`config.mk`:
```
export PLATFORM = sky130hd
export DESIGN_NAME = resolution_weighted_blend
export DESIGN_NICKNAME = d
export VERILOG_FILES = /design/src/sv/rwb_pkg.sv /design/src/sv/rwb_div.sv /design/src/sv/resolution_weighted_blend.sv
export VERILOG_INCLUDE_DIRS = /design/src /design/src/sv
export SDC_FILE = /design/constraint.sdc
export NUM_CORES = 2
export LEC_CHECK = 0
export ABC_AREA = 1
export BUFFER_PORTS_ARGS = -buffer_cell sky130_fd_sc_hd__clkbuf_2
export CAP_MARGIN = 20
export CELL_PAD_IN_SITES_DETAIL_PLACEMENT = 1
export CELL_PAD_IN_SITES_GLOBAL_PLACEMENT = 1
export CORE_ASPECT_RATIO = 1.2
export CORE_MARGIN = 8
export CORE_UTILIZATION = 44
export DETAILED_ROUTE_END_ITERATION = 16
export PLACE_DENSITY_LB_ADDON = 0.08
export RECOVER_POWER = 50
export SYNTH_ARGS = -nofsm -noshare
export SYNTH_HDL_FRONTEND = slang
export SYNTH_SLANG_ARGS = --single-unit
```
`constraint.sdc`:
```
create_clock -name clk -period 12.3 [get_ports clk]
set_clock_uncertainty 0.2 [all_clocks]
set_input_delay 1.845 -clock clk [delete_from_list [all_inputs] [get_ports clk]]
set_output_delay 1.845 -clock clk [all_outputs]
set_load 0.02 [all_outputs]
```
`src/sv/resolution_weighted_blend_defines.svh`:
```
// Assertion macros shared by the resolution weighted blend RTL.
`ifndef RESOLUTION_WEIGHTED_BLEND_DEFINES_SVH
`define RESOLUTION_WEIGHTED_BLEND_DEFINES_SVH

// Checked on every clock edge outside reset.
`define RWB_ASSERT(lbl, prop, msg) \
  lbl: assert property (@(posedge clk) disable iff (rst) prop) else $error(msg);

// Checked on every clock edge, reset included.
`define RWB_ASSERT_ALWAYS(lbl, prop, msg) \
  lbl: assert property (@(posedge clk) prop) else $error(msg);

`endif

```
`src/sv/rwb_pkg.sv`:
```
// Types, codes and default parameters of the resolution weighted blend.
`default_nettype none

package rwb_pkg;

  localparam int LANE_W    = 32;
  localparam int NUM_LANES = 4;
  localparam int RES_W     = 6;
  localparam int MODE_W    = 2;
  localparam int CFG_IDX_W = 2;
  localparam int CFG_DATA_W = 6;

  localparam int DEF_LANES            = 4;
  localparam int DEF_MAX_SOURCES      = 16;
  localparam int DEF_WEIGHT_FRAC_BITS = 16;

  localparam logic [MODE_W-1:0] MODE_INT_AVG   = 2'd0;
  localparam logic [MODE_W-1:0] MODE_FIX_AVG   = 2'd1;
  localparam logic [MODE_W-1:0] MODE_WEIGHTED  = 2'd2;
  localparam logic [MODE_W-1:0] MODE_BEST_RES  = 2'd3;

  localparam logic [CFG_IDX_W-1:0] REG_BLEND_MODE = 2'd0;
  localparam logic [CFG_IDX_W-1:0] REG_VIEW_RES   = 2'd1;

  typedef struct packed {
    logic                     sample_present;
    logic [RES_W-1:0]         source_resolution;
    logic signed [LANE_W-1:0] lane_in_0;
    logic signed [LANE_W-1:0] lane_in_1;
    logic signed [LANE_W-1:0] lane_in_2;
    logic signed [LANE_W-1:0] lane_in_3;
    logic                     last_of_cell;
  } in_word_t;

  typedef struct packed {
    logic                     has_value;
    logic signed [LANE_W-1:0] lane_out_0;
    logic signed [LANE_W-1:0] lane_out_1;
    logic signed [LANE_W-1:0] lane_out_2;
    logic signed [LANE_W-1:0] lane_out_3;
  } out_word_t;

endpackage

`default_nettype wire

```
`src/sv/rwb_div.sv`:
```
// Restoring unsigned divider that retires one quotient bit per cycle.
`default_nettype none

module rwb_div #(
  parameter int NUM_W = 54,
  parameter int DEN_W = 21
) (
  input  wire logic             clk,
  input  wire logic             rst,
  input  wire logic             start,
  input  wire logic [NUM_W-1:0] num,
  input  wire logic [DEN_W-1:0] den,
  output logic                  done,
  output logic [NUM_W-1:0]      quot
);

  localparam int CNT_W = $clog2(NUM_W + 1);

  logic             busy;
  logic [CNT_W-1:0] cnt;
  logic [NUM_W-1:0] acc;
  logic [DEN_W-1:0] rem;
  logic [DEN_W-1:0] den_r;
  logic [DEN_W:0]   rem_sh;
  logic [DEN_W:0]   rem_diff;
  logic             q_bit;
  logic [DEN_W-1:0] rem_next;

  always_comb begin
    rem_sh   = {rem, acc[NUM_W-1]};
    rem_diff = rem_sh - {1'b0, den_r};
    q_bit    = (rem_sh >= {1'b0, den_r});
    rem_next = q_bit ? rem_diff[DEN_W-1:0] : rem_sh[DEN_W-1:0];
  end

  always_ff @(posedge clk) begin
    if (rst) begin
      busy <= 1'b0;
      done <= 1'b0;
      cnt  <= '0;
    end else begin
      done <= 1'b0;
      if (start) begin
        busy  <= 1'b1;
        cnt   <= '0;
        acc   <= num;
        rem   <= '0;
        den_r <= den;
      end else if (busy) begin
        rem <= rem_next;
        acc <= {acc[NUM_W-2:0], q_bit};
        cnt <= cnt + CNT_W'(1);
        if (cnt == CNT_W'(NUM_W - 1)) begin
          busy <= 1'b0;
          done <= 1'b1;
        end
      end
    end
  end

  assign quot = acc;

endmodule

`default_nettype wire

```
`src/sv/resolution_weighted_blend.sv`:
```
// Resolution weighted blend: accumulates source samples per cell, divides on the last one.
// An added sample passes the decide state, then a multiply and an add state per lane, after a
// weight division in weighted mode if the resolutions differ; the divider forms DIV_N (54 at
// the defaults) quotient bits, one per cycle. The last sample adds per-lane divisions and the emit state.
// Input is taken only while the sequencer is idle; one result word is held at the output.
// Synchronous reset clears the sequencer state, the configuration, the accumulators and the output valid.
`default_nettype none

module resolution_weighted_blend #(
  parameter int LANES            = rwb_pkg::DEF_LANES,
  parameter int MAX_SOURCES      = rwb_pkg::DEF_MAX_SOURCES,
  parameter int WEIGHT_FRAC_BITS = rwb_pkg::DEF_WEIGHT_FRAC_BITS
) (
  input  wire logic                             clk,
  input  wire logic                             rst,
  input  wire logic                             in_valid,
  output logic                                  in_stall,
  input  wire rwb_pkg::in_word_t                in_word,
  output logic                                  out_valid,
  input  wire logic                             out_stall,
  output rwb_pkg::out_word_t                    out_word,
  input  wire logic                             cfg_valid,
  output logic                                  cfg_ready,
  input  wire logic [rwb_pkg::CFG_IDX_W-1:0]    cfg_index,
  input  wire logic [rwb_pkg::CFG_DATA_W-1:0]   cfg_data
);

`include "resolution_weighted_blend_defines.svh"

  localparam int LANE_W  = rwb_pkg::LANE_W;
  localparam int RES_W   = rwb_pkg::RES_W;
  localparam int W_W     = WEIGHT_FRAC_BITS + 1;
  localparam int SUM_W   = 33 + WEIGHT_FRAC_BITS + $clog2(MAX_SOURCES);
  localparam int DIV_N   = SUM_W + 1;
  localparam int DEN_W   = WEIGHT_FRAC_BITS + $clog2(MAX_SOURCES) + 1;
  localparam int CNT_W   = $clog2(MAX_SOURCES + 1);
  localparam int PROD_W  = W_W + 1 + LANE_W;
  localparam int LIDX_W  = (LANES > 1) ? $clog2(LANES) : 1;
  localparam logic [W_W-1:0] W_ONE = W_W'(1) << WEIGHT_FRAC_BITS;

  localparam logic [2:0] S_IDLE   = 3'd0;
  localparam logic [2:0] S_DECIDE = 3'd1;
  localparam logic [2:0] S_WDIV   = 3'd2;
  localparam logic [2:0] S_MUL    = 3'd3;
  localparam logic [2:0] S_ADD    = 3'd4;
  localparam logic [2:0] S_FLANE  = 3'd5;
  localparam logic [2:0] S_FDIV   = 3'd6;
  localparam logic [2:0] S_EMIT   = 3'd7;

  logic [2:0]                   state;
  logic [LIDX_W-1:0]            lane;
  logic [rwb_pkg::MODE_W-1:0]   blend_mode;
  logic [RES_W-1:0]             view_resolution;
  rwb_pkg::in_word_t            item;

  logic signed [SUM_W-1:0]      lane_sum [LANES];
  logic [CNT_W-1:0]             sample_count;
  logic [DEN_W-1:0]             weight_total;
  logic [RES_W-1:0]             best_resolution;
  logic                         any_sample;

  logic [W_W-1:0]               mul_w;
  logic signed [PROD_W-1:0]     prod;
  logic signed [LANE_W-1:0]     res [LANES];
  logic                         fneg;

  logic signed [LANE_W-1:0]     item_lane [rwb_pkg::NUM_LANES];
  logic signed [LANE_W-1:0]     lane_x [LANES];
  logic signed [LANE_W-1:0]     res_full [rwb_pkg::NUM_LANES];

  logic                         mode_w;
  logic                         mode_b;
  logic [RES_W-1:0]             res_gap;
  logic                         do_replace;
  logic                         do_skip;
  logic                         do_add;
  logic                         wdiv_go;
  logic [2:0]                   after_sample;
  logic signed [SUM_W-1:0]      sum_sel;
  logic [SUM_W-1:0]             sum_mag;
  logic [DEN_W-1:0]             den_sel;
  logic [DEN_W-1:0]             round_add;
  logic                         fdiv_go;
  logic                         last_lane;

  logic                         div_start;
  logic [DIV_N-1:0]             div_num;
  logic [DEN_W-1:0]             div_den;
  logic                         div_done;
  logic [DIV_N-1:0]             div_quot;

  assign item_lane[0] = item.lane_in_0;
  assign item_lane[1] = item.lane_in_1;
  assign item_lane[2] = item.lane_in_2;
  assign item_lane[3] = item.lane_in_3;

  for (genvar g = 0; g < LANES; g++) begin : g_lane_x
    assign lane_x[g] = item_lane[g];
  end

  for (genvar g = 0; g < rwb_pkg::NUM_LANES; g++) begin : g_res
    if (g < LANES) begin : g_used
      assign res_full[g] = res[g];
    end else begin : g_unused
      assign res_full[g] = '0;
    end
  end

  always_comb begin
    mode_w = (blend_mode == rwb_pkg::MODE_WEIGHTED);
    mode_b = (blend_mode == rwb_pkg::MODE_BEST_RES);
    res_gap = (view_resolution > item.source_resolution) ?
              view_resolution - item.source_resolution :
              item.source_resolution - view_resolution;
    do_replace = item.sample_present && mode_b &&
                 (item.source_resolution > best_resolution);
    do_skip    = mode_b && (item.source_resolution < best_resolution);
    do_add     = item.sample_present && !do_replace && !do_skip &&
                 (sample_count < CNT_W'(MAX_SOURCES));
    wdiv_go    = do_add && mode_w && (res_gap != '0);
    after_sample = item.last_of_cell ? S_FLANE : S_IDLE;
    last_lane  = (lane == LIDX_W'(LANES - 1));

    sum_sel   = lane_sum[lane];
    sum_mag   = sum_sel[SUM_W-1] ? SUM_W'(-sum_sel) : SUM_W'(sum_sel);
    den_sel   = mode_w ? weight_total : DEN_W'(sample_count);
    round_add = (blend_mode == rwb_pkg::MODE_INT_AVG) ? '0 : (den_sel >> 1);
    fdiv_go   = any_sample && (den_sel != '0);

    div_start = ((state == S_DECIDE) && wdiv_go) || ((state == S_FLANE) && fdiv_go);
    if (state == S_DECIDE) begin
      div_num = DIV_N'(W_ONE + W_W'(res_gap >> 1));
      div_den = DEN_W'(res_gap);
    end else begin
      div_num = DIV_N'(sum_mag) + DIV_N'(round_add);
      div_den = den_sel;
    end
  end

  rwb_div #(
    .NUM_W(DIV_N),
    .DEN_W(DEN_W)
  ) u_div (
    .clk  (clk),
    .rst  (rst),
    .start(div_start),
    .num  (div_num),
    .den  (div_den),
    .done (div_done),
    .quot (div_quot)
  );

  assign in_stall  = (state != S_IDLE);
  assign cfg_ready = 1'b1;

  always_ff @(posedge clk) begin
    if (rst) begin
      state           <= S_IDLE;
      lane            <= '0;
      blend_mode      <= rwb_pkg::MODE_INT_AVG;
      view_resolution <= '0;
      sample_count    <= '0;
      weight_total    <= '0;
      best_resolution <= '0;
      any_sample      <= 1'b0;
      out_valid       <= 1'b0;
      for (int i = 0; i < LANES; i++) begin
        lane_sum[i] <= '0;
      end
    end else begin
      if (cfg_valid && cfg_ready) begin
        case (cfg_index)
          rwb_pkg::REG_BLEND_MODE: blend_mode <= cfg_data[rwb_pkg::MODE_W-1:0];
          rwb_pkg::REG_VIEW_RES:   view_resolution <= cfg_data[RES_W-1:0];
          default: ;
        endcase
      end

      if (out_valid && !out_stall && state != S_EMIT) begin
        out_valid <= 1'b0;
      end

      case (state)
        S_IDLE: begin
          if (in_valid) begin
            item  <= in_word;
            state <= S_DECIDE;
          end
        end
        S_DECIDE: begin
          lane <= '0;
          if (item.sample_present) begin
            any_sample <= 1'b1;
          end
          if (do_replace) begin
            for (int i = 0; i < LANES; i++) begin
              lane_sum[i] <= SUM_W'(lane_x[i]);
            end
            sample_count    <= CNT_W'(1);
            best_resolution <= item.source_resolution;
            state           <= after_sample;
          end else if (wdiv_go) begin
            state <= S_WDIV;
          end else if (do_add) begin
            mul_w <= mode_w ? W_ONE : W_W'(1);
            state <= S_MUL;
          end else begin
            state <= after_sample;
          end
        end
        S_WDIV: begin
          if (div_done) begin
            mul_w <= div_quot[W_W-1:0];
            state <= S_MUL;
          end
        end
        S_MUL: begin
          prod  <= $signed({1'b0, mul_w}) * lane_x[lane];
          state <= S_ADD;
        end
        S_ADD: begin
          lane_sum[lane] <= lane_sum[lane] + SUM_W'(prod);
          if (last_lane) begin
            sample_count <= sample_count + CNT_W'(1);
            if (mode_w) begin
              weight_total <= weight_total + DEN_W'(mul_w);
            end
            lane  <= '0;
            state <= after_sample;
          end else begin
            lane  <= lane + LIDX_W'(1);
            state <= S_MUL;
          end
        end
        S_FLANE: begin
          fneg <= sum_sel[SUM_W-1];
          if (fdiv_go) begin
            state <= S_FDIV;
          end else begin
            res[lane] <= '0;
            if (last_lane) begin
              state <= S_EMIT;
            end else begin
              lane <= lane + LIDX_W'(1);
            end
          end
        end
        S_FDIV: begin
          if (div_done) begin
            res[lane] <= fneg ? -div_quot[LANE_W-1:0] : div_quot[LANE_W-1:0];
            if (last_lane) begin
              state <= S_EMIT;
            end else begin
              lane  <= lane + LIDX_W'(1);
              state <= S_FLANE;
            end
          end
        end
        S_EMIT: begin
          if (!out_valid || !out_stall) begin
            out_valid           <= 1'b1;
            out_word.has_value  <= any_sample;
            out_word.lane_out_0 <= res_full[0];
            out_word.lane_out_1 <= res_full[1];
            out_word.lane_out_2 <= res_full[2];
            out_word.lane_out_3 <= res_full[3];
            for (int i = 0; i < LANES; i++) begin
              lane_sum[i] <= '0;
            end
            sample_count    <= '0;
            weight_total    <= '0;
            best_resolution <= '0;
            any_sample      <= 1'b0;
            lane            <= '0;
            state           <= S_IDLE;
          end
        end
        default: begin
          state <= S_IDLE;
        end
      endcase
    end
  end

  `RWB_ASSERT(a_div_done_expected, div_done |-> (state == S_WDIV || state == S_FDIV), "divider finished outside a wait state")
  `RWB_ASSERT(a_count_bound, sample_count <= CNT_W'(MAX_SOURCES), "sample count beyond the source limit")
  `RWB_ASSERT(a_cleared_after_emit, $rose(out_valid) |-> (sample_count == '0 && !any_sample), "cell state not cleared after a result word")
  `RWB_ASSERT(a_empty_is_zero, (out_valid && !out_word.has_value) |-> (out_word.lane_out_0 == '0 && out_word.lane_out_1 == '0 && out_word.lane_out_2 == '0 && out_word.lane_out_3 == '0), "empty cell with nonzero lanes")
  `RWB_ASSERT_ALWAYS(a_reset_idle, $past(rst) |-> (state == S_IDLE && !out_valid), "sequencer not idle after reset")

endmodule

`default_nettype wire
```
==> results.json <==
{
  "async_reset_ff_frac": 0,
  "path_clk_slew_ps": 60,
  "antenna_left": 0,
  "setup_tns_ps": 0,
  "yosysWarnings": 0,
  "rsz0062_at_grt": "no",
  "cp-start-kind": "flip-flop",
  "insertion_delay_ps": 690,
  "place_congestion": 0.942,
  "clk_path_buf_depth": 3,
  "clkSinkCount": 826,
  "core_sq_mm": 0.137,
  "grt_first_pass_wirelength_um": 327000,
  "maxSlewViolCount": 566,
  "fp.dieW_um": 355,
  "yosys.area_share.xor_xnor": 0.0172,
  "cap_violations": 13,
  "route.vias.total": 48405,
  "drc_errors": 0,
  "postCtsSetupBuffers": 0,
  "drt_iter0_drc": 2839,
  "grt-ovfl-total": 0,
  "ys_top_cells_by_count": "nand2_1 (1255), inv_1 (1197), edfxtp_1 (769), nor2_1 (725), fa_1 (527)",
  "cp_top_family": "adder cells",
  "muxShareOfSynthArea": 0.00263,
  "worstPathMaxFanout": 31,
  "hold_class": "reg2reg",
  "syn_area_sq_mm": 0.0608,
  "synth_seq_cells": 826,
  "worst_pin_slew_ps": 4360,
  "root_buffer": "clkbuf_16",
  "ys.flop_type": "edfxtp_1",
  "seq_area_frac_synth": 0.398,
  "crit_chain": "clkbuf_1 -> a21oi_1 -> o21ai_0 -> nand2_1 -> nor2_1 -> inv_1 -> fa_1 -> fa_1 -> inv_1 -> fa_1 -> fa_1 -> fa_1 -> inv_1 -> fa_1 -> inv_1 -> ha_1 -> nand2_1 -> nor2_1 -> inv_1 -> nor4_1 -> nand4_1 -> o211ai_1 -> xor2_1",
  "yosysMostFrequentCell": "nand2_1",
  "synth_top_family_by_area": "adder cells",
  "fin_crit_ps": 10260,
  "htree_levels": 3,
  "critical-path-max-stage-delay_ps": 1650,
  "start_util": 0.443,
  "cp.required_ps": 12500,
  "grt_max_degree": 89,
  "dp_hpwl_um": 171000,
  "syn_to_final_growth_pct": 9.82,
  "post-route-period-util": 0.834,
  "path_class": "reg2reg",
  "synth_top_cell_by_area": "edfxtp_1",
  "syn_inst": 6743,
  "fmax_ghz": 0.0975,
  "io_buffer_count": 279,
  "relSlewSlack": -1.91,
  "syn_nets": 7675,
  "nets": 7903,
  "post_drt_wl_per_cell_um": 24.6,
  "vias_per_cell": 5.46,
  "setup_viol": 0,
  "critPathArrivalTime_ps": 10460,
  "cts_buffers": 88,
  "worst_setup_path_end_kind": "flip-flop",
  "synthDistinctLibCells": 58,
  "cpMostUsedCell": "fa_1",
  "grt_pass1_vias": 52703,
  "drt-pass1-iter-count": 5,
  "holdBufCountCts": 0,
  "critPathSlowestCell": "clkbuf_1",
  "antenna_found_initial": 6,
  "chipHeight_um": 423,
  "syn_avg_cell_area_sq_um": 9.02,
  "synthSimpleGateAreaFrac": 0.166,
  "wl_um": 218000,
  "core.rowCount": 149,
  "design.die.area_sq_mm": 0.150,
  "cts_resized": 0,
  "io_pins": 281,
  "crit_buf_inv": 6,
  "synth_edf_count": 769,
  "violations": "max-capacitance violations, max-slew violations",
  "hold_violations": 0,
  "synth_adder_area_share": 0.226,
  "synthDominantCellAreaShare": 0.380,
  "grtUsageTotal": 0.285,
  "layout-drive-gt1-share": 0.0608,
  "synth_compound_area_frac": 0.0961,
  "status": "complete, but fails checks",
  "cts_tree": "yes",
  "synthTopCellsByArea": "edfxtp_1 (38%), fa_1 (17%), nand2_1 (7.7%), inv_1 (7.4%), ha_1 (5.3%)"
}
-- path summary, 6_finish.rpt --
kind	cells past startpoint	to	startpoint	slack [ps]
min reg2reg	0	out_word[54]	res[2][22]	220
max	23	prod[42]	lane[1]	2040
max reg2reg	23	prod[42]	lane[1]	2040
min	0	out_word[54]	res[2][22]	220
-- layer usage --
layer | global-route usage | wire, um | vias to the layer above
met1 | 0.337 | 85600 | 24450
met4 | 0.137 | 11900 | 2
met2 | 0.514 | 110000 | 1323
met5 | 0 | 14 | -
li1 | - | - | 22176
met3 | 0.0334 | 10200 | 454
-- sequential cells by signal (all words and copies together) (netlist names), 50 cells and up, named ones only --
name        flops
item          136
res           128
out_word      129
u_div.quot     54
prod           50
lane_sum      212
-- through the flow --
step                      instance area, sq um  hold slack [ps]  setup slack [ps]   util  instances
after global routing                     66800              218              1830  0.486       8857
final                                    66800              217              2040  0.486       8858
after floorplan                          60800              200              3660      -       6743
after global placement                   64100              200              2850  0.466       8687
after CTS                                67100              218              2640  0.488       8855
after detailed placement                 64200              205              2650  0.467       8691
-- cells by family (layout without fill, tap and decap cells) --
| kind of cell | Yosys count | after routing |
|---|---|---|
| compound gates | 1089 | 1089 |
| xor+xnor | 117 | 117 |
| fa+ha+maj | 783 | 783 |
| buf+inv | 1452 | 1754 |
| flops | 826 | 826 |
| mux | 16 | 16 |
| other cells | 1 | 2 |
| simple gates | 2459 | 2459 |
-- cell usage in the layout, fill, tap and decap left out, types with 9 or more instances in the layout --
| cell type | count |
|---|---|
| nand2_1 | 1251 |
| inv_1 | 1196 |
| edfxtp_1 | 769 |
| nor2_1 | 720 |
| fa_1 | 527 |
| o21ai_0 | 473 |
| a21oi_1 | 386 |
| nand3_1 | 274 |
| ha_1 | 256 |
| clkbuf_1 | 206 |
| clkbuf_2 | 105 |
| clkbuf_16 | 90 |
| xor2_1 | 71 |
| o22ai_1 | 68 |
| dfxtp_1 | 54 |
| buf_4 | 52 |
| nor3_1 | 50 |
| a31oi_1 | 47 |
| xnor2_1 | 45 |
| clkinv_1 | 38 |
| nand2_2 | 37 |
| nand4_1 | 36 |
| nor2_2 | 27 |
| o21ai_1 | 23 |
| o21a_1 | 22 |
| or2_2 | 21 |
| inv_2 | 20 |
| mux2i_1 | 16 |
| nor4_1 | 13 |
| nor2_4 | 12 |
| a21o_1 | 11 |
| o211ai_1 | 11 |
| clkinv_2 | 11 |
| o21bai_1 | 10 |
| a21boi_0 | 9 |
| bufinv_16 | 9 |
-- layout make-up --
type | instances | area, sq um
antenna | 1 | 2.50
clock buffer | 106 | 2320
clock inverter | 58 | 579
fill | 16086 | 70600
inverter | 1236 | 4650
multi-input combinational | 4465 | 31000
sequential | 826 | 24200
tap | 1812 | 2270
timing repair buffer | 354 | 1770
Power is left out: the tool's default activity adds up to more than one toggle a clock period on the data nets, which glitch-free logic cannot reach.
